## config.mk

```make
export PLATFORM = sky130hd
export DESIGN_NAME = mvmc_rsp_reg
export DESIGN_NICKNAME = d
export VERILOG_FILES = /design/src/hdl/mvmc_pkg.sv /design/src/hdl/mvmc_rsp_reg.sv
export SDC_FILE = /design/constraint.sdc
export NUM_CORES = 1
export LEC_CHECK = 0
export ABC_AREA = 0
export BUFFER_PORTS_ARGS = -buffer_cell sky130_fd_sc_hd__buf_2
export CAP_MARGIN = 20
export CORE_AREA = 2 2 205 207
export DETAILED_ROUTE_END_ITERATION = 7
export DIE_AREA = 0 0 207 209
export SLEW_MARGIN = 20
export SYNTH_ARGS = -nofsm -noshare
export SYNTH_HDL_FRONTEND = slang
export SYNTH_SLANG_ARGS = --single-unit
```

## constraint.sdc

```tcl
create_clock -name clock -period 7.8 [get_ports clock]
set_clock_uncertainty 0.05 [all_clocks]
set_input_delay 0.39 -clock clock [delete_from_list [all_inputs] [get_ports clock]]
set_output_delay 0.39 -clock clock [all_outputs]
set_load 0.02 [all_outputs]
```

## src/hdl/mvmc_pkg.sv

```systemverilog
package mvmc_pkg;

   // Field widths
   localparam int unsigned OP_W    = 2;
   localparam int unsigned COORD_W = 64;
   localparam int unsigned IDX_W   = 16;
   localparam int unsigned CNT_W   = IDX_W + 1;
   localparam int unsigned ENTRY_W = IDX_W + 1;

   // Vertex capacity, limited to the remap memory depth
   localparam int unsigned MAX_VERTICES = 65536;
   localparam int unsigned TABLE_DEPTH  = 1 << IDX_W;
   localparam int unsigned CAP_INT      =
      (MAX_VERTICES < TABLE_DEPTH) ? MAX_VERTICES : TABLE_DEPTH;
   localparam logic [CNT_W-1:0] CAPACITY = CNT_W'(CAP_INT);

   // Remap entry for a removed vertex: all ones
   localparam logic [ENTRY_W-1:0] REMOVED_MARK = '1;

   // Operation codes
   localparam logic [OP_W-1:0] OP_VERTEX   = 2'd0;
   localparam logic [OP_W-1:0] OP_TRIANGLE = 2'd1;
   localparam logic [OP_W-1:0] OP_CLEAR    = 2'd2;
   localparam logic [OP_W-1:0] OP_UNUSED   = 2'd3;

   // Result kinds
   localparam logic KIND_VERTEX   = 1'b0;
   localparam logic KIND_TRIANGLE = 1'b1;

   typedef struct packed {
      logic [OP_W-1:0]    operation;
      logic               keep;
      logic [COORD_W-1:0] coord_x;
      logic [COORD_W-1:0] coord_y;
      logic [COORD_W-1:0] coord_z;
      logic [IDX_W-1:0]   corner_a;
      logic [IDX_W-1:0]   corner_b;
      logic [IDX_W-1:0]   corner_c;
   } req_type;

   typedef struct packed {
      logic               item_kind;
      logic               capacity_error;
      logic [IDX_W-1:0]   new_vertex_index;
      logic [COORD_W-1:0] out_x;
      logic [COORD_W-1:0] out_y;
      logic [COORD_W-1:0] out_z;
      logic [IDX_W-1:0]   new_corner_a;
      logic [IDX_W-1:0]   new_corner_b;
      logic [IDX_W-1:0]   new_corner_c;
   } rsp_type;

endpackage

```

## src/hdl/mvmc_rsp_reg.sv

```systemverilog
module mvmc_rsp_reg (
   input  logic             clock,
   input  logic             reset,
   input  logic             push_valid,
   output logic             push_ready,
   input  mvmc_pkg::rsp_type push_item,
   output logic             rsp_valid,
   input  logic             rsp_ready,
   output mvmc_pkg::rsp_type rsp_item
);

   import mvmc_pkg::*;

   logic    valid_ff;
   logic    valid_in;
   rsp_type item_ff;
   rsp_type item_in;

   // Load when empty or when the held item leaves this cycle
   assign push_ready = !valid_ff || rsp_ready;

   always_comb begin
      valid_in = valid_ff;
      item_in  = item_ff;
      if (push_valid && push_ready) begin
         valid_in = 1'b1;
         item_in  = push_item;
      end else if (rsp_ready) begin
         valid_in = 1'b0;
      end
   end

   always_ff @(posedge clock) begin
      if (reset) begin
         valid_ff <= 1'b0;
      end else begin
         valid_ff <= valid_in;
      end
      item_ff <= item_in;
   end

   assign rsp_valid = valid_ff;
   assign rsp_item  = item_ff;

endmodule

```

==> flow_metrics.tcl <==
set metrics [dict create \
    hpwl_um 16900 \
    min_path_type "in -> reg" \
    dieHeight_um 209 \
    clk_latency_ps 550 \
    power.total_mw 3.35 \
    core_area_um2 41300 \
    clkSlewWorstSetupHoldPaths_ps 60 \
    io_buffers 521 \
    start_kind "flop" \
    htreeDepth 1 \
    crit_arrival_ps 2540 \
    initial_core_util_pct 18.9 \
    ctsHoldBuffers 254 \
    fin_nets 1335 \
    synthDistinctLibCells 6 \
    netlist_instances 263 \
    whs_ps 23.2 \
    synth_area_um2 7800 \
    row_count 75 \
    r2r_cells 3 \
    worst_pin_slew_ps 1070 \
    setup.worst_path.class "reg -> reg" \
    peakVddDrop_uv 151 \
    rr_endpoint "rsp_item[18]$_DFFE_PP_" \
    reg2reg_from "rsp_valid$_SDFFE_PP0P_" \
    clock_path_buffers 3 \
    max-slew-margin-rel_pct 28.5 \
    cts_num_sinks 259 \
    tns_ps 0 \
    finalCritPeriodShare_pct 31.2 \
    grt_pass1_vias 6385 \
    first_pass_iters 4 \
    max_freq_mhz 411 \
    yosys_warnings 0 \
    drt_wl_total_um 25300 \
    syn_avg_cell_area_um2 29.7 \
    ff2ff_setup_slack_ps 5370 \
    syn_nets 525 \
    postRouteAntennaNets 0 \
    setup_violations 0 \
    grt_max_degree 130 \
    seq_area_frac_synth_pct 99.6 \
    antenna_found_initial 1 \
    whs_endpoint "rsp_item[232]$_DFFE_PP_" \
    fin_crit_ps 2430 \
    cts_tree "yes" \
    grt_pass1_wl_um 36500 \
    cap_viol_max_count 0 \
    leakage_nw 6.11 \
    root_buffer "clkbuf_16" \
    synth_seq_cells 259 \
    hold_depth 1 \
    path_max_fanout 83 \
    hold_viol 0 \
    cellPowerDensity_nw_per_um2 230 \
    post_cts_resized 0 \
    cts_buffers 29 \
    avgRoutedWirePerCell_um 15.5 \
    die_w_um 207 \
    die_area_um2 43300 \
    drt_iter0_markers 268 \
    area_growth_pct 87.0 \
    slew_violations 0 \
    utilization_pct 35.3 \
    drc_errors 0 \
    vias 5874 \
    end_kind "flop" \
    fillCellCount 3922 \
    worstPathRequired_ps 7910 \
    drive_gt1_share_pct 52.0 \
    grt.total_usage_pct 10.9 \
    post_cts_buffers 0 \
    grt_overflow_total 0 \
    rsz0062_at_grt "false" \
    via_per_inst 3.59 \
    ios 522 \
    min_from "push_item[232]" \
    gp_congestion 0.773 \
    status "finished clean" \
]
## state kept, by name (all words and copies together) (netlist names)
| signal | count |
|---|---|
| rsp_item | 258 |
| rsp_valid | 1 |
## worst max-delay path by stage
| stage | start | to | slack (ps) |
|---|---|---|---|
| 3_5_place_dp | rsp_ready | rsp_item[75]$_DFFE_PP_ | 5160 |
| 4_1_cts | rsp_valid$_SDFFE_PP0P_ | rsp_item[182]$_DFFE_PP_ | 5340 |
| 6_report | rsp_valid$_SDFFE_PP0P_ | rsp_item[18]$_DFFE_PP_ | 5370 |
| 3_3_place_gp | rsp_ready | rsp_item[247]$_DFFE_PP_ | 5220 |
| 2_1_floorplan | rsp_ready | rsp_item[0]$_DFFE_PP_ | 4930 |
| 5_1_grt | rsp_valid$_SDFFE_PP0P_ | rsp_item[75]$_DFFE_PP_ | 5210 |
## cells in the mapped netlist
cell | n | area [um2]
nand2b_4 | 1 | 13.8
dfxtp_1 | 1 | 20.0
and2_4 | 1 | 8.76
a21oi_2 | 1 | 8.76
edfxtp_1 | 258 | 7750
inv_1 | 1 | 3.75
## through the flow
step                      cells  area [um2]  setup slack (ps)
final                      1634       14600              5370
after global routing       1634       14600              5210
after CTS                  1631       14600              5340
after detailed placement   1325       11100              5160
after global placement     1325       11100              5220
after floorplan             263        7800              4930
## per-layer routing
layer	vias to the layer above	global-route usage [%]	share of wire, %	routed length, um
li1	2699	-	-	-
met3	36	3.50	8.1	2060
met4	0	3.60	2.1	522
met2	290	20.2	53	13400
met5	-	0	0	0
met1	2849	11.7	37	9310
## report_power, final
group / leakage (nW) / internal [mW] / switching (mW)
clock: 0.453 / 0.775 / 0.528
sequential: 2.50 / 1.63 / 0.0227
combinational: 3.15 / 0.182 / 0.210
total: 6.11 / 2.59 / 0.762
## worst max-delay path: stages (launching register included)
cell and delay [ps]:
dfxtp_1 340, nand2b_4 80, and2_4 560, buf_4 880
## placed cells by master (no fill, tap or decap)
| master | instances |
|---|---|
| clkbuf_16 | 29 |
| inv_1 | 1 |
| buf_4 | 1 |
| a21oi_2 | 1 |
| buf_2 | 521 |
| nand2b_4 | 1 |
| and2_4 | 1 |
| inv_6 | 1 |
| diode_2 | 1 |
| clkinvlp_4 | 1 |
| edfxtp_1 | 258 |
| buf_12 | 1 |
| bufinv_16 | 3 |
| dlygate4sd3_1 | 256 |
| dfxtp_1 | 1 |
| clkbuf_1 | 3 |
| clkinv_1 | 6 |
| clkinv_2 | 9 |
## cells by family (layout without fill, tap and decap cells)
logic type             after synthesis  in the layout  synth area share [%]
other                                0              1                     0
and+or+nand+nor                      2              2                 0.289
buffers and inverters                1            832                0.0481
DFF                                259            259                  99.6
AOI/OAI and AO/OA                    1              1                 0.112
## layout make-up
class	count	area, um2	area share [%]
antenna	1	2.50	0.0172
clock buffer	32	737	5.05
sequential	259	7770	53.2
multi-input combinational	3	31.3	0.214
timing repair buffer	779	5200	35.6
inverter	1	3.75	0.0257
tap	539	674	4.62
clock inverter	20	174	1.19
Power figures use the tool's default switching activity.
