File: src/hdl/mvmc_pkg.sv
package mvmc_pkg;

   // Field widths
   localparam int unsigned OP_W    = 2;
   localparam int unsigned COORD_W = 64;
   localparam int unsigned IDX_W   = 16;
   localparam int unsigned CNT_W   = IDX_W + 1;
   localparam int unsigned ENTRY_W = IDX_W + 1;

   // Vertex capacity, limited to the remap memory depth
   localparam int unsigned MAX_VERTICES = 65536;
   localparam int unsigned TABLE_DEPTH  = 1 << IDX_W;
   localparam int unsigned CAP_INT      =
      (MAX_VERTICES < TABLE_DEPTH) ? MAX_VERTICES : TABLE_DEPTH;
   localparam logic [CNT_W-1:0] CAPACITY = CNT_W'(CAP_INT);

   // Remap entry for a removed vertex: all ones
   localparam logic [ENTRY_W-1:0] REMOVED_MARK = '1;

   // Operation codes
   localparam logic [OP_W-1:0] OP_VERTEX   = 2'd0;
   localparam logic [OP_W-1:0] OP_TRIANGLE = 2'd1;
   localparam logic [OP_W-1:0] OP_CLEAR    = 2'd2;
   localparam logic [OP_W-1:0] OP_UNUSED   = 2'd3;

   // Result kinds
   localparam logic KIND_VERTEX   = 1'b0;
   localparam logic KIND_TRIANGLE = 1'b1;

   typedef struct packed {
      logic [OP_W-1:0]    operation;
      logic               keep;
      logic [COORD_W-1:0] coord_x;
      logic [COORD_W-1:0] coord_y;
      logic [COORD_W-1:0] coord_z;
      logic [IDX_W-1:0]   corner_a;
      logic [IDX_W-1:0]   corner_b;
      logic [IDX_W-1:0]   corner_c;
   } req_type;

   typedef struct packed {
      logic               item_kind;
      logic               capacity_error;
      logic [IDX_W-1:0]   new_vertex_index;
      logic [COORD_W-1:0] out_x;
      logic [COORD_W-1:0] out_y;
      logic [COORD_W-1:0] out_z;
      logic [IDX_W-1:0]   new_corner_a;
      logic [IDX_W-1:0]   new_corner_b;
      logic [IDX_W-1:0]   new_corner_c;
   } rsp_type;

endpackage

File: src/hdl/mvmc_ctrl.sv
module mvmc_ctrl (
   input  logic                          clock,
   input  logic                          reset,
   input  logic                          req_valid,
   output logic                          req_ready,
   input  mvmc_pkg::req_type             req_item,
   output logic                          wr_en,
   output logic [mvmc_pkg::IDX_W-1:0]    wr_addr,
   output logic [mvmc_pkg::ENTRY_W-1:0]  wr_data,
   output logic                          rd_en,
   output logic [mvmc_pkg::IDX_W-1:0]    rd_addr,
   input  logic [mvmc_pkg::ENTRY_W-1:0]  rd_data,
   output logic                          push_valid,
   input  logic                          push_ready,
   output mvmc_pkg::rsp_type             push_item
);

   import mvmc_pkg::*;

   typedef enum logic [2:0] {
      ST_IDLE,
      ST_LOOK_A,
      ST_LOOK_B,
      ST_LOOK_C,
      ST_EMIT
   } state_type;

   state_type        state_ff, state_in;
   logic [CNT_W-1:0] seen_ff, seen_in;
   logic [CNT_W-1:0] kept_ff, kept_in;
   logic             ok_ff, ok_in;
   logic [IDX_W-1:0] corner_a_ff, corner_a_in;
   logic [IDX_W-1:0] corner_b_ff, corner_b_in;
   logic [IDX_W-1:0] corner_c_ff, corner_c_in;
   rsp_type          pend_ff, pend_in;
   logic [IDX_W-1:0] look_idx;
   logic             corner_ok;

   // Pick the corner whose entry is on the read data this cycle
   always_comb begin
      case (state_ff)
         ST_LOOK_B: look_idx = corner_b_ff;
         ST_LOOK_C: look_idx = corner_c_ff;
         default:   look_idx = corner_a_ff;
      endcase
   end

   // A corner survives if already seen and not removed
   assign corner_ok = ({1'b0, look_idx} < seen_ff) && (rd_data != REMOVED_MARK);

   always_comb begin
      state_in    = state_ff;
      seen_in     = seen_ff;
      kept_in     = kept_ff;
      ok_in       = ok_ff;
      corner_a_in = corner_a_ff;
      corner_b_in = corner_b_ff;
      corner_c_in = corner_c_ff;
      pend_in     = pend_ff;
      req_ready   = 1'b0;
      wr_en       = 1'b0;
      wr_addr     = seen_ff[IDX_W-1:0];
      wr_data     = REMOVED_MARK;
      rd_en       = 1'b0;
      rd_addr     = corner_b_ff;
      push_valid  = 1'b0;

      unique case (state_ff)
         ST_IDLE: begin
            req_ready = 1'b1;
            if (req_valid) begin
               unique case (req_item.operation)
                  OP_VERTEX: begin
                     pend_in           = '0;
                     pend_in.item_kind = KIND_VERTEX;
                     if (seen_ff >= CAPACITY) begin
                        // Drop the vertex and report overflow
                        pend_in.capacity_error = 1'b1;
                        state_in               = ST_EMIT;
                     end else begin
                        wr_en   = 1'b1;
                        seen_in = seen_ff + 1'b1;
                        if (req_item.keep) begin
                           wr_data                  = {1'b0, kept_ff[IDX_W-1:0]};
                           pend_in.new_vertex_index = kept_ff[IDX_W-1:0];
                           pend_in.out_x            = req_item.coord_x;
                           pend_in.out_y            = req_item.coord_y;
                           pend_in.out_z            = req_item.coord_z;
                           kept_in                  = kept_ff + 1'b1;
                           state_in                 = ST_EMIT;
                        end
                     end
                  end
                  OP_TRIANGLE: begin
                     // Start the corner lookups
                     rd_en             = 1'b1;
                     rd_addr           = req_item.corner_a;
                     corner_a_in       = req_item.corner_a;
                     corner_b_in       = req_item.corner_b;
                     corner_c_in       = req_item.corner_c;
                     ok_in             = 1'b1;
                     pend_in           = '0;
                     pend_in.item_kind = KIND_TRIANGLE;
                     state_in          = ST_LOOK_A;
                  end
                  OP_CLEAR: begin
                     seen_in = '0;
                     kept_in = '0;
                  end
                  OP_UNUSED: begin
                  end
                  default: begin
                  end
               endcase
            end
         end
         ST_LOOK_A: begin
            ok_in                = ok_ff && corner_ok;
            pend_in.new_corner_a = rd_data[IDX_W-1:0];
            rd_en                = 1'b1;
            rd_addr              = corner_b_ff;
            state_in             = ST_LOOK_B;
         end
         ST_LOOK_B: begin
            ok_in                = ok_ff && corner_ok;
            pend_in.new_corner_b = rd_data[IDX_W-1:0];
            rd_en                = 1'b1;
            rd_addr              = corner_c_ff;
            state_in             = ST_LOOK_C;
         end
         ST_LOOK_C: begin
            ok_in                = ok_ff && corner_ok;
            pend_in.new_corner_c = rd_data[IDX_W-1:0];
            state_in             = (ok_ff && corner_ok) ? ST_EMIT : ST_IDLE;
         end
         ST_EMIT: begin
            // Hold until the output register takes the item
            push_valid = 1'b1;
            if (push_ready) begin
               state_in = ST_IDLE;
            end
         end
         default: begin
            state_in = ST_IDLE;
         end
      endcase
   end

   always_ff @(posedge clock) begin
      if (reset) begin
         state_ff <= ST_IDLE;
         seen_ff  <= '0;
         kept_ff  <= '0;
         ok_ff    <= 1'b0;
      end else begin
         state_ff <= state_in;
         seen_ff  <= seen_in;
         kept_ff  <= kept_in;
         ok_ff    <= ok_in;
      end
      corner_a_ff <= corner_a_in;
      corner_b_ff <= corner_b_in;
      corner_c_ff <= corner_c_in;
      pend_ff     <= pend_in;
   end

   assign push_item = pend_ff;

`ifndef SYNTHESIS
   a_kept_le_seen: assert property (@(posedge clock) disable iff (reset)
      kept_ff <= seen_ff)
      else $error("kept count exceeds seen count");

   a_seen_le_cap: assert property (@(posedge clock) disable iff (reset)
      seen_ff <= CAPACITY)
      else $error("seen count exceeds capacity");

   a_clear_counts: assert property (@(posedge clock) disable iff (reset)
      req_valid && req_ready && (req_item.operation == OP_CLEAR)
      |=> (seen_ff == '0) && (kept_ff == '0))
      else $error("clear did not reset the counters");

   a_tri_no_error: assert property (@(posedge clock) disable iff (reset)
      (state_ff == ST_EMIT) && (pend_ff.item_kind == KIND_TRIANGLE)
      |-> !pend_ff.capacity_error)
      else $error("triangle result flagged as capacity error");

   a_full_rejects: assert property (@(posedge clock) disable iff (reset)
      req_valid && req_ready && (req_item.operation == OP_VERTEX)
      && (seen_ff >= CAPACITY) |=> $stable(seen_ff) && pend_ff.capacity_error)
      else $error("overflow vertex changed state or lost its error flag");
`endif

endmodule

File: config.mk
export PLATFORM = sky130hd
export DESIGN_NAME = mvmc_ctrl
export DESIGN_NICKNAME = d
export VERILOG_FILES = /design/src/hdl/mvmc_pkg.sv /design/src/hdl/mvmc_ctrl.sv
export SDC_FILE = /design/constraint.sdc
export NUM_CORES = 1
export LEC_CHECK = 0
export ABC_AREA = 1
export BUFFER_PORTS_ARGS = -buffer_cell sky130_fd_sc_hd__buf_2
export CAP_MARGIN = 10
export CORE_AREA = 2 2 225 227
export CTS_BUF_LIST = sky130_fd_sc_hd__clkbuf_16
export DETAILED_ROUTE_END_ITERATION = 10
export DIE_AREA = 0 0 227 229
export PLACE_DENSITY = 0.55
export SETUP_SLACK_MARGIN = 0.2
export SLEW_MARGIN = 20
export SYNTH_ARGS = -nofsm -noshare
export SYNTH_HDL_FRONTEND = slang
export SYNTH_SLANG_ARGS = --single-unit
File: constraint.sdc
create_clock -name clock -period 28.5 [get_ports clock]
set_input_delay 0 -clock clock [delete_from_list [all_inputs] [get_ports clock]]
set_output_delay 0 -clock clock [all_outputs]
set_load 0.01 [all_outputs]
==> results of run 1 <==
flip-flops by register name, indices dropped and copies added, names as in the netlist:
signal       flops
corner_a_ff     16
push_item      258
state_ff         3
seen_ff         17
corner_b_ff     16
corner_c_ff     16
ok_ff            1
kept_ff         16
routing by layer:
metal	wire length [um]	up-vias	part of all wire [%]
met2	25840	486	51
met4	1929	8	3.8
met3	4116	111	8.1
li1	-	5926	-
met1	18920	5868	37
met5	52	-	0.10
Yosys cell counts:
cell,count
a211oi_1,1
a21o_1,1
a21oi_1,47
a22oi_1,5
a31oi_1,1
and3_1,2
buf_1,4
buf_2,27
buf_4,17
buf_6,1
clkbuf_1,7
clkinv_1,2
dfxtp_1,37
edfxtp_1,306
ha_1,18
inv_1,284
inv_2,2
inv_4,1
inv_6,1
nand2_1,138
nand2_2,2
nand2_4,3
nand3_1,21
nand3_2,1
nand3_4,1
nand4_1,11
nor2_1,307
nor2_2,8
nor2_4,7
nor3_1,20
nor3_2,1
nor4_1,1
o211ai_1,13
o21a_1,1
o21ai_0,12
o21ai_1,2
o21ai_2,1
o21ai_4,1
o22ai_1,15
or2_2,1
xor2_1,5
cells by family (layout without fill, tap and decap cells):
kind of cell	count (synthesis)	count (layout)	synth area share [%]
fa+ha+maj	18	18	1.566
xor+xnor	5	5	0.3045
simple gates	524	524	15.17
flops	343	343	69.05
compound gates	100	100	4.090
buf+inv	346	1206	9.815
other cells	0	11	0
how the worst min path moves through the flow:
| stage | to | depth (start not counted) |
|---|---|---|
| after floorplan | corner_a_ff[0]$_DFFE_PP_ | 0 |
| after global placement | corner_b_ff[10]$_DFFE_PP_ | 1 |
| after detailed placement | corner_b_ff[12]$_DFFE_PP_ | 1 |
| after CTS | kept_ff[11]$_SDFFE_PP0P_ | 5 |
| after global routing | kept_ff[2]$_SDFFE_PP0P_ | 5 |
| final | kept_ff[11]$_SDFFE_PP0P_ | 5 |
per-stage QoR:
step	hold slack [ns]	worst slack (ns)	std cells
floorplan	0.09887	18.28	1336
global placement	0.1765	25.57	2536
detailed placement	0.1781	25.50	2536
CTS	0.02127	25.09	2868
global route	0.09322	24.72	2876
finish	0.06153	25.03	2879
placed cells by master, fill, tap and decap left out, types with 8 or more instances in the layout:
master / instances
o211ai_1: 13
diode_2: 11
buf_4: 10
nor3_1: 20
nor2_4: 9
a21oi_1: 47
nor2_2: 8
o22ai_1: 15
ha_1: 18
inv_1: 289
dfxtp_1: 37
clkinv_2: 10
edfxtp_1: 306
clkbuf_16: 39
nand4_1: 11
nand2_1: 138
clkinv_1: 9
nor2_1: 305
nand3_1: 20
buf_2: 574
o21ai_0: 11
dlygate4sd3_1: 262
power by group through the flow:
stage / Clock [mW] / Combinational [mW] / Sequential (mW)
global placement: 0 / 0.386 / 0.709
detailed placement: 0 / 0.390 / 0.712
global route: 0.524 / 0.457 / 0.710
floorplan: 0 / 0.155 / 0.771
CTS: 0.503 / 0.423 / 0.702
finish: 0.489 / 0.418 / 0.701
worst max-delay path: cells and delay by family (launching register included):
| kind | cells | cell delay, ns |
|---|---|---|
| buffers and inverters | 4 | 1.44 |
| flip-flops | 1 | 0.33 |
| AND/OR/NAND/NOR | 11 | 0.96 |
| adder cells (fa/ha/maj) | 1 | 0.27 |
| AO/OA/AOI/OAI | 2 | 0.34 |
cell type report:
| type | instances | share of cell area, % |
|---|---|---|
| Antenna cell | 11 | 0.1265 |
| Clock buffer | 39 | 4.484 |
| Timing Repair Buffer | 846 | 25.59 |
| Sequential cell | 343 | 45.62 |
| Tap cell | 672 | 3.863 |
| Multi-Input combinational cell | 647 | 14.11 |
| Inverter | 290 | 5.036 |
| Clock inverter | 31 | 1.173 |
what timing repair did:
item / in CTS / in global routing
hold buffers: 262 / 0
endpoints found under the hold margin: 307 / 0
resized for setup: 0 / 0
setup endpoints to repair: 0 / 0
==> metrics.md, run 1 <==
| Metric | Value |
|---|---|
| Ys Warns | `0` |
| Max Fanout on Critical Path | `30` |
| DRT Wirelength | `between 50 and 60 mm` |
| Crit path DAT | `roughly 3.9 ns` |
| Top-area cell type share of the netlist area | `between 60 and 70%` |
| Die Wd | `between 200 and 250 um` |
| Post-route design area | `around 22000 sq um` |
| Mapped cell area | `14380 sq um` |
| Clock Tree Buf Depth | `3` |
| Gpl congestion | `between 0.8 and 0.9` |
| DR pass1 iterations | `5` |
| Area grow syn2layout | `51.36%` |
| Combinational Power Share | `between 20% and 30%` |
| Multi-input logic area | `3070 sq um` |
| Max Slew Vio Count | `0` |
| Vias in the first global route | `~13000` |
| Register area | `about 10000 sq um` |
| Number of fill cells | `about 4800` |
| Hpwl dp | `37.77 mm` |
| Synth Register Bits | `343` |
| Worst R2R Start | `state_ff[2]$_SDFFE_PP0P_` |
| CTS clk-pin slew, worst paths | `0.06 ns` |
| Sink Count | `between 300 and 400` |
| Int Pwr | `between 1 and 1.5 mW` |
| Setup tns final | `0 ns` |
| Reg2Reg Capture Point | `state_ff[2]$_SDFFE_PP0P_` |
| Synthesized net count | `about 1600` |
| Power share of the sequential group | `43.6%` |
| Top cells by area, synth | `edfxtp_1 (64%), nor2_1 (8.0%), inv_1 (7.4%), dfxtp_1 (5.2%), nand2_1 (3.6%)` |
| Startpoint Class | `flip-flop` |
| Period utilisation layout | `12.16%` |
| Highest clock rate | `slightly below 0.3 GHz` |
| Post-layout util | `43.83%` |
| Critical Path RT | `a little under 30 ns` |
| Met3 Use GR | `under 10%` |
| Unrepaired setup endpoints after global routing | `false` |
| Switching portion of total power | `between 30% and 40%` |
| Final hold violations | `0` |
| Layout cells sized above 1 | `a little under a third` |
| Worst setup path endpoint | `state_ff[2]$_SDFFE_PP0P_` |
| CTS Buf Count | `39` |
| Critical path class | `flip-flop to flip-flop` |
| Starting density of the core | `28.96%` |
| R2r worst-path depth | `18` |
| Sequential fraction of the synthesis area | `approximately 70%` |
| Status | `finished clean` |
| Remaining DRCs | `0` |
| Crit path capture type | `flip-flop` |
| Core region area | `around 50000 sq um` |
| TritonCTS clock tree | `yes` |
| Least-Margin Pin Slew | `1.052 ns` |
| Routed length per placed instance | `between 15 and 20 um` |
| Count of cell types in the netlist | `between 40 and 50` |
| Final min period | `around 3.5 ns` |
| LEAKAGE | `a little under 10 nW` |
| Worst-skew pair later-pin latency | `about 0.55 ns` |
| Antenna violations before repair | `15` |
| Syn Inst Count | `approximately 1300` |
| Maximum vdd drop | `0.04693 mV` |
| Met1 usage | `20.39%` |
| Nets | `about 2400` |
| Cell taking the most area after synthesis | `edfxtp_1` |
| Crit path top cell by count | `nand2_1` |
| I/O pins | `575` |
| Max-slew headroom | `around 30%` |
| Die ar. | `51980 sq um` |
| Hold path startpoint | `req_item[240]` |
| CP max-delay cell | `dlygate4sd3_1` |
| Reg2reg setup slack | `roughly 25 ns` |
| Met2 usage | `between 30% and 40%` |
| PD cells | `73.90 nW/um^2` |
| Slowest Stage Delay on Critical Path | `0.57 ns` |
| Setup bufs post-CTS | `0` |
| Starting DRT DRC Count | `698` |
| DRT antenna net count | `0` |
| Syn_area_per_cell | `approximately 11 sq um` |
| Largest net degree at the start of global routing | `87` |
| All-Layer GR Usage | `a little under a fifth` |
| Worst Hold Class | `input port to flip-flop` |
| Root buf cell | `clkbuf_16` |
| Vias | `roughly 12000` |
| PortBufs | `approximately 570` |
| GRT busiest layer | `met2` |
| Row Count | `between 80 and 90` |
| First-pass GRT wire length | `73.42 mm` |
| Die outline height | `between 200 and 250 um` |
| Drt via density | `4.307` |
| Sw Pwr | `504.2 uW` |
| Total Power | `1.609 mW` |
| Final setup vio count | `0` |
| Worst Clk Skew | `0.01987 ns` |
| Grt total ovfl | `0` |
| Max_cap viols | `0` |
| Crit path cell chain | `inv_1, nand2_1, nor2_2, buf_4, inv_1, o22ai_1, nor2_1, ha_1, nand2_1, nor2_1, nand3_1, nor2_1, nand2_1, nand4_1, nand2_1, nand2_1, a21oi_1, dlygate4sd3_1` |
| Crit path launch | `state_ff[2]$_SDFFE_PP0P_` |
| Number of H-tree levels | `2` |
| Clock share of power | `roughly 30%` |
| Dpl cell area | `around 18000 sq um` |
Note: power is estimated with default switching activity, not from simulation.
==> inputs of run 2 (changes only) <==
- CORE_AREA: 2 2 225 227 -> 2 2 226 228
- DIE_AREA: 0 0 227 229 -> 0 0 228 230
- PLACE_DENSITY: 0.55 -> 0.56
- clock period: 28.5 -> 2.9 ns (I/O delays scaled with it)
==> metrics.md, run 2 (synthesis gave the netlist of run 1 again) <==
| Metric | Value |
|---|---|
| Worst Hold Class | `input port to flip-flop` |
| Crit path capture type | `primary output` |
| Core region area | `49860 sq um (+0.41%)` |
| Critical Path RT | `2.90 ns (-26.04 ns)` |
| Max Slew Vio Count | `0 (unchanged)` |
| Worst-skew pair later-pin latency | `0.55 ns (about the same)` |
| Area grow syn2layout | `52.21%` |
| Row Count | `82 (unchanged)` |
| Maximum vdd drop | `0.5877 mV (+1200%)` |
| Remaining DRCs | `0 (unchanged)` |
| All-Layer GR Usage | `19.12% (+0.26 points)` |
| Vias in the first global route | `12860 (+2.4%)` |
| Antenna violations before repair | `9 (-6)` |
| Crit path DAT | `2.58 ns (-1.33 ns)` |
| Status | `finished clean` |
| Root buf cell | `clkbuf_16` |
| Routed length per placed instance | `17.88 um (+1.2%)` |
| Vias | `12360 (-0.31%)` |
| Starting density of the core | `28.84% (-0.12 points)` |
| Die Wd | `228 um (+0.44%)` |
| LEAKAGE | `9.906 nW (+0.54%)` |
| I/O pins | `575 (unchanged)` |
| Largest net degree at the start of global routing | `104 (+20%)` |
| Die outline height | `230 um (+0.44%)` |
| Worst Clk Skew | `0.01051 ns (-0.009360 ns)` |
| Least-Margin Pin Slew | `0.8149 ns (-0.2367 ns)` |
| DRT antenna net count | `0 (unchanged)` |
| PortBufs | `574 (unchanged)` |
| Final hold violations | `0 (unchanged)` |
| CP max-delay cell | `dfxtp_1` |
| Reg2reg setup slack | `0.51 ns (-24.52 ns)` |
| DR pass1 iterations | `4 (-1)` |
| Most common cell after layout, fill and taps aside | `buf_2` |
| PD cells | `718.1 nW/um^2 (+870%)` |
| Number of H-tree levels | `2 (unchanged)` |
| Die ar. | `52440 sq um (+0.88%)` |
| Final setup vio count | `0 (unchanged)` |
| DRT Wirelength | `51.58 mm (+1.4%)` |
| Layout cells sized above 1 | `30.90% (+0.12 points)` |
| Final non-filler cell total | `2885 (+0.21%)` |
| CTS clk-pin slew, worst paths | `0.06 ns (about the same)` |
| Unrepaired setup endpoints after global routing | `true` |
| Nets | `2459 (+0.41%)` |
| Slowest Stage Delay on Critical Path | `0.34 ns (-0.23 ns)` |
| Hpwl dp | `38.46 mm (+1.8%)` |
| TritonCTS clock tree | `yes` |
| Crit path cell chain | `inv_1, nand2_1, nor2_2, inv_1, buf_8, nand2_1, o21ai_4, clkinvlp_4, buf_4, o211ai_1, buf_2` |
| Max FFs per register | `258 (unchanged)` |
| Cell family with most CP delay | `buffers and inverters` |
| Critical path class | `flip-flop to primary output` |
| Sink Count | `343 (unchanged)` |
| Dpl cell area | `18030 sq um (+0.79%)` |
| Highest clock rate | `roughly 0.39 GHz` |
| Gpl congestion | `0.9407 (+7.0%)` |
| Final min period | `around 2.6 ns` |
| Starting DRT DRC Count | `720 (+3.2%)` |
| Max_cap viols | `0 (unchanged)` |
| CTS Buf Count | `40 (+2.6%)` |
| Drt via density | `4.284 (-0.52%)` |
| Most frequent cells in the layout | `buf_2 (574), edfxtp_1 (306), nor2_1 (305)` |
| Clock Tree Buf Depth | `3 (unchanged)` |
| Post-route design area | `21890 sq um (+0.56%)` |
| Startpoint Class | `flip-flop` |
| Grt total ovfl | `0 (unchanged)` |
| Max Fanout on Critical Path | `19 (-37%)` |
| Max-slew headroom | `45.67% (+16 points)` |
| Placed Cells | `2544 (+0.32%)` |
| Period utilisation layout | `about nine tenths` |
| Crit path buf inv count | `6 (+2)` |
| First-pass GRT wire length | `76.25 mm (+3.9%)` |
## run 2: cell types whose count changed in the layout (fill, tap and decap cells not counted), sizes merged
cell / before / now
clkinvlp: 1 / 3
clkinv: 19 / 13
bufinv: 4 / 1
buf: 584 / 593
clkbuf: 39 / 41
inv: 297 / 301
diode: 11 / 9
## run 2: timing repair
action | CTS | global route
gates resized for setup | 0 | 5
hold buffers | 262 | 0
endpoints found under the setup margin | 0 | 13
buffers inserted | 0 | 1
endpoints found under the hold margin | 311 | 0
## run 2: worst paths after layout
path	start	end	cells after the start
max reg2reg	state_ff[2]$_SDFFE_PP0P_	state_ff[2]$_SDFFE_PP0P_	16
min reg2reg	kept_ff[15]$_SDFFE_PP0P_	kept_ff[15]$_SDFFE_PP0P_	2
max	state_ff[2]$_SDFFE_PP0P_	rd_addr[13]	11
min	req_item[8]	corner_c_ff[8]$_DFFE_PP_	2
## run 2: cell type report
class | count | area (sq um)
Tap cell | 672 | 840.8
Sequential cell | 343 | 9931
Clock buffer | 41 | 1026
Inverter | 290 | 1100
Clock inverter | 28 | 163.9
Multi-Input combinational cell | 647 | 3083
Antenna cell | 9 | 22.52
Fill cell | 4811 | 27980
Timing Repair Buffer | 855 | 5720
## run 2: metrics by stage
step	setup WS (ns)	setup TNS, ns	util [%]	hold slack, ns	total power, mW
after floorplan	-1.333	-280.03	-	0.09887	8.978
after detailed placement	0.4316	0	36.15	0.1781	10.86
after global routing	0.08643	0	43.89	0.1460	16.51
after global placement	0.4816	0	36.15	0.1762	10.81
final	0.3237	0	43.89	0.1588	15.72
after CTS	0.2494	0	43.80	0.1206	15.86
## run 2: metal layers
layer / part of all wire [%] / GRT usage [%]
met5: 0 / 0
met4: 4.5 / 9.171
met3: 7.3 / 5.841
met2: 52 / 34.91
met1: 36 / 19.98
## run 2: report_power, final
part	leakage [nW]	internal, mW	switching, mW	total, mW
clock	0.624	2.64	2.00	4.64
combinational	6.08	1.53	2.68	4.21
sequential	3.20	6.59	0.276	6.87
==> inputs of run 3 (changes only) <==
- CORE_AREA: 2 2 226 228 -> 2 2 223 225
- DIE_AREA: 0 0 228 230 -> 0 0 225 227
- PLACE_DENSITY: 0.56 -> 0.57
==> metrics.md, run 3 (synthesis gave the netlist of run 1 again) <==
| Metric | Value |
|---|---|
| Starting DRT DRC Count | `702 (-2.5%)` |
| Worst hold margin | `0.1624 ns (+0.003609 ns)` |
| Layout cells sized above 1 | `30.77% (-0.13 points)` |
| Critical path class | `flip-flop to primary output` |
| Grt total ovfl | `0 (unchanged)` |
| Crit path top cell by count | `nor2_4` |
| Vias in the first global route | `12800 (-0.47%)` |
| Met3 routed WL | `4.039 mm (+7.8%)` |
| Met1 wire length | `18.49 mm (+0.22%)` |
| Crit path capture type | `primary output` |
| TritonCTS clock tree | `yes` |
| Row Count | `81 (-1.2%)` |
| Met2 routed WL | `26.19 mm (-3.2%)` |
| Unrepaired setup endpoints after global routing | `true` |
| Final setup vio count | `0 (unchanged)` |
| Post-route design area | `21840 sq um (-0.21%)` |
| Setup bufs post-CTS | `0 (unchanged)` |
| Number of H-tree levels | `2 (unchanged)` |
| I/O pins | `575 (unchanged)` |
| CTS clk-pin slew, worst paths | `0.06 ns (about the same)` |
| CP max-delay cell | `nor2_4` |
| Max_cap viols | `0 (unchanged)` |
| R2r worst-path depth | `15 (-1)` |
| Remaining DRCs | `0 (unchanged)` |
| Worst Clk Skew | `0.01418 ns (+0.003668 ns)` |
| Most common cell after layout, fill and taps aside | `buf_2` |
| Drt via density | `4.388 (+2.4%)` |
| Slowest Stage Delay on Critical Path | `0.58 ns (+0.24 ns)` |
| All-Layer GR Usage | `18.70% (-0.42 points)` |
| Reg2reg setup slack | `0.45 ns (-0.06 ns)` |
| LEAKAGE | `9.910 nW (about the same)` |
| Top layer in use | `met5` |
| Final min period | `2.491 ns (-0.08578 ns)` |
| Nets | `2460 (+0.041%)` |
| Max FFs per register | `258 (unchanged)` |
| Cell family with most CP delay | `simple AND/OR/NAND/NOR gates` |
| Max-slew headroom | `50.14% (+4.5 points)` |
| Critical Path RT | `2.90 ns (about the same)` |
| Hpwl dp | `37.55 mm (-2.4%)` |
| CTS Buf Count | `39 (-2.5%)` |
| Status | `finished clean` |
| Crit path DAT | `2.49 ns (-0.09 ns)` |
| Worst R2R Start | `state_ff[2]$_SDFFE_PP0P_` |
| Total Power | `15.66 mW (-0.35%)` |
| Hold EP | `corner_c_ff[15]$_DFFE_PP_` |
| Worst-skew pair later-pin latency | `0.54 ns (about the same)` |
| Most frequent cells in the layout | `buf_2 (574), edfxtp_1 (306), nor2_1 (305)` |
| Highest clock rate | `0.4015 GHz (+3.4%)` |
| Max Fanout on Critical Path | `26 (+7)` |
| Hold Path Depth | `2 (unchanged)` |
| DRT Wirelength | `50.58 mm (-2.0%)` |
| PD cells | `717.1 nW/um^2 (-0.14%)` |
| DR pass1 iterations | `9 (+5)` |
| Hold path startpoint | `req_item[15]` |
| Core region area | `48550 sq um (-2.6%)` |
| Worst Hold Class | `input port to flip-flop` |
| Starting density of the core | `29.62% (+0.78 points)` |
| Routed length per placed instance | `17.78 um (-0.58%)` |
| DRT antenna net count | `0 (unchanged)` |
| Setup ws final | `0.4095 ns (+0.08578 ns)` |
| Sink Count | `343 (unchanged)` |
| Dpl cell area | `17990 sq um (-0.19%)` |
| Period utilisation layout | `85.88% (-3.0 points)` |
| Crit path cell chain | `nor2_4, nand2_4, inv_6, nand2_8, nor2_4, buf_12, nand2_1, o211ai_1, buf_2` |
| Reg2Reg Capture Point | `state_ff[2]$_SDFFE_PP0P_` |
| Crit path buf inv count | `3 (-3)` |
| DP Worst Slack | `0.3833 ns (-0.04827 ns)` |
| Root buf cell | `clkbuf_16` |
| First-pass GRT wire length | `72.28 mm (-5.2%)` |
| Largest net degree at the start of global routing | `153 (+47%)` |
| Startpoint Class | `flip-flop` |
| Number of fill cells | `4595 (-4.5%)` |
| Placed Cells | `2496 (-1.9%)` |
| Vias | `12480 (+1.0%)` |
| Maximum vdd drop | `0.4308 mV (-27%)` |
| Max Slew Vio Count | `0 (unchanged)` |
| Least-Margin Pin Slew | `0.7461 ns (-0.06886 ns)` |
| PortBufs | `574 (unchanged)` |
| Final hold violations | `0 (unchanged)` |
| Die Wd | `225 um (-1.3%)` |
| Die outline height | `227 um (-1.3%)` |
| Antenna violations before repair | `14 (+5)` |
| Clock Tree Buf Depth | `3 (unchanged)` |
| Area grow syn2layout | `51.88%` |
| Gpl congestion | `0.8887 (-5.5%)` |
| Die ar. | `51080 sq um (-2.6%)` |
| Final non-filler cell total | `2845 (-1.4%)` |
[run 3: through the flow]
stage               setup TNS [ns]  utilization, %
floorplan                  -280.03               -
global placement                 0           37.06
detailed placement               0           37.06
CTS                              0           44.90
global route                     0           44.97
finish                           0           44.99
[run 3: layout make-up]
| class | count | area (sq um) | share of cell area [%] |
|---|---|---|---|
| antenna | 16 | 40.04 | 0.1833 |
| clock buffer | 40 | 1001 | 4.583 |
| clock inverter | 30 | 170.2 | 0.7791 |
| inverter | 290 | 1099 | 5.030 |
| multi-input combinational | 647 | 3075 | 14.08 |
| sequential | 343 | 9931 | 45.47 |
| tap | 622 | 778.2 | 3.563 |
| timing repair buffer | 857 | 5747 | 26.31 |
[run 3: timing repair]
action,in CTS,in global routing
gates resized for setup,1,3
cloned,0,0
setup endpoints to repair,1,10
hold endpoints to repair,317,0
hold buffers,263,0
pin swaps,0,1
[run 3: worst max-delay path by stage]
stage                     depth (start not counted)  slack [ns]                      from                            to
after floorplan                                   5       -1.33  state_ff[1]$_SDFFE_PP0P_  push_item[100]$_SDFFCE_PP0P_
after global placement                           18        0.51  state_ff[2]$_SDFFE_PP0P_      state_ff[2]$_SDFFE_PP0P_
after detailed placement                         16        0.38  state_ff[2]$_SDFFE_PP0P_      state_ff[2]$_SDFFE_PP0P_
after CTS                                        10        0.30  state_ff[2]$_SDFFE_PP0P_                   rd_addr[15]
after global routing                             17        0.17  state_ff[2]$_SDFFE_PP0P_      state_ff[2]$_SDFFE_PP0P_
final                                             9        0.41  state_ff[0]$_SDFFE_PP0P_                    rd_addr[1]
[run 3: per-layer routing]
metal	vias up	GRT usage (%)
li1	5958	-
met1	5963	19.82
met2	456	34.05
met3	104	6.182
met4	2	7.819
met5	-	0
[run 3: power breakdown]
part | switching [mW] | internal [mW] | leakage (nW)
combinational | 2.69 | 1.54 | 6.09
clock | 1.98 | 2.59 | 0.613
sequential | 0.273 | 6.59 | 3.20
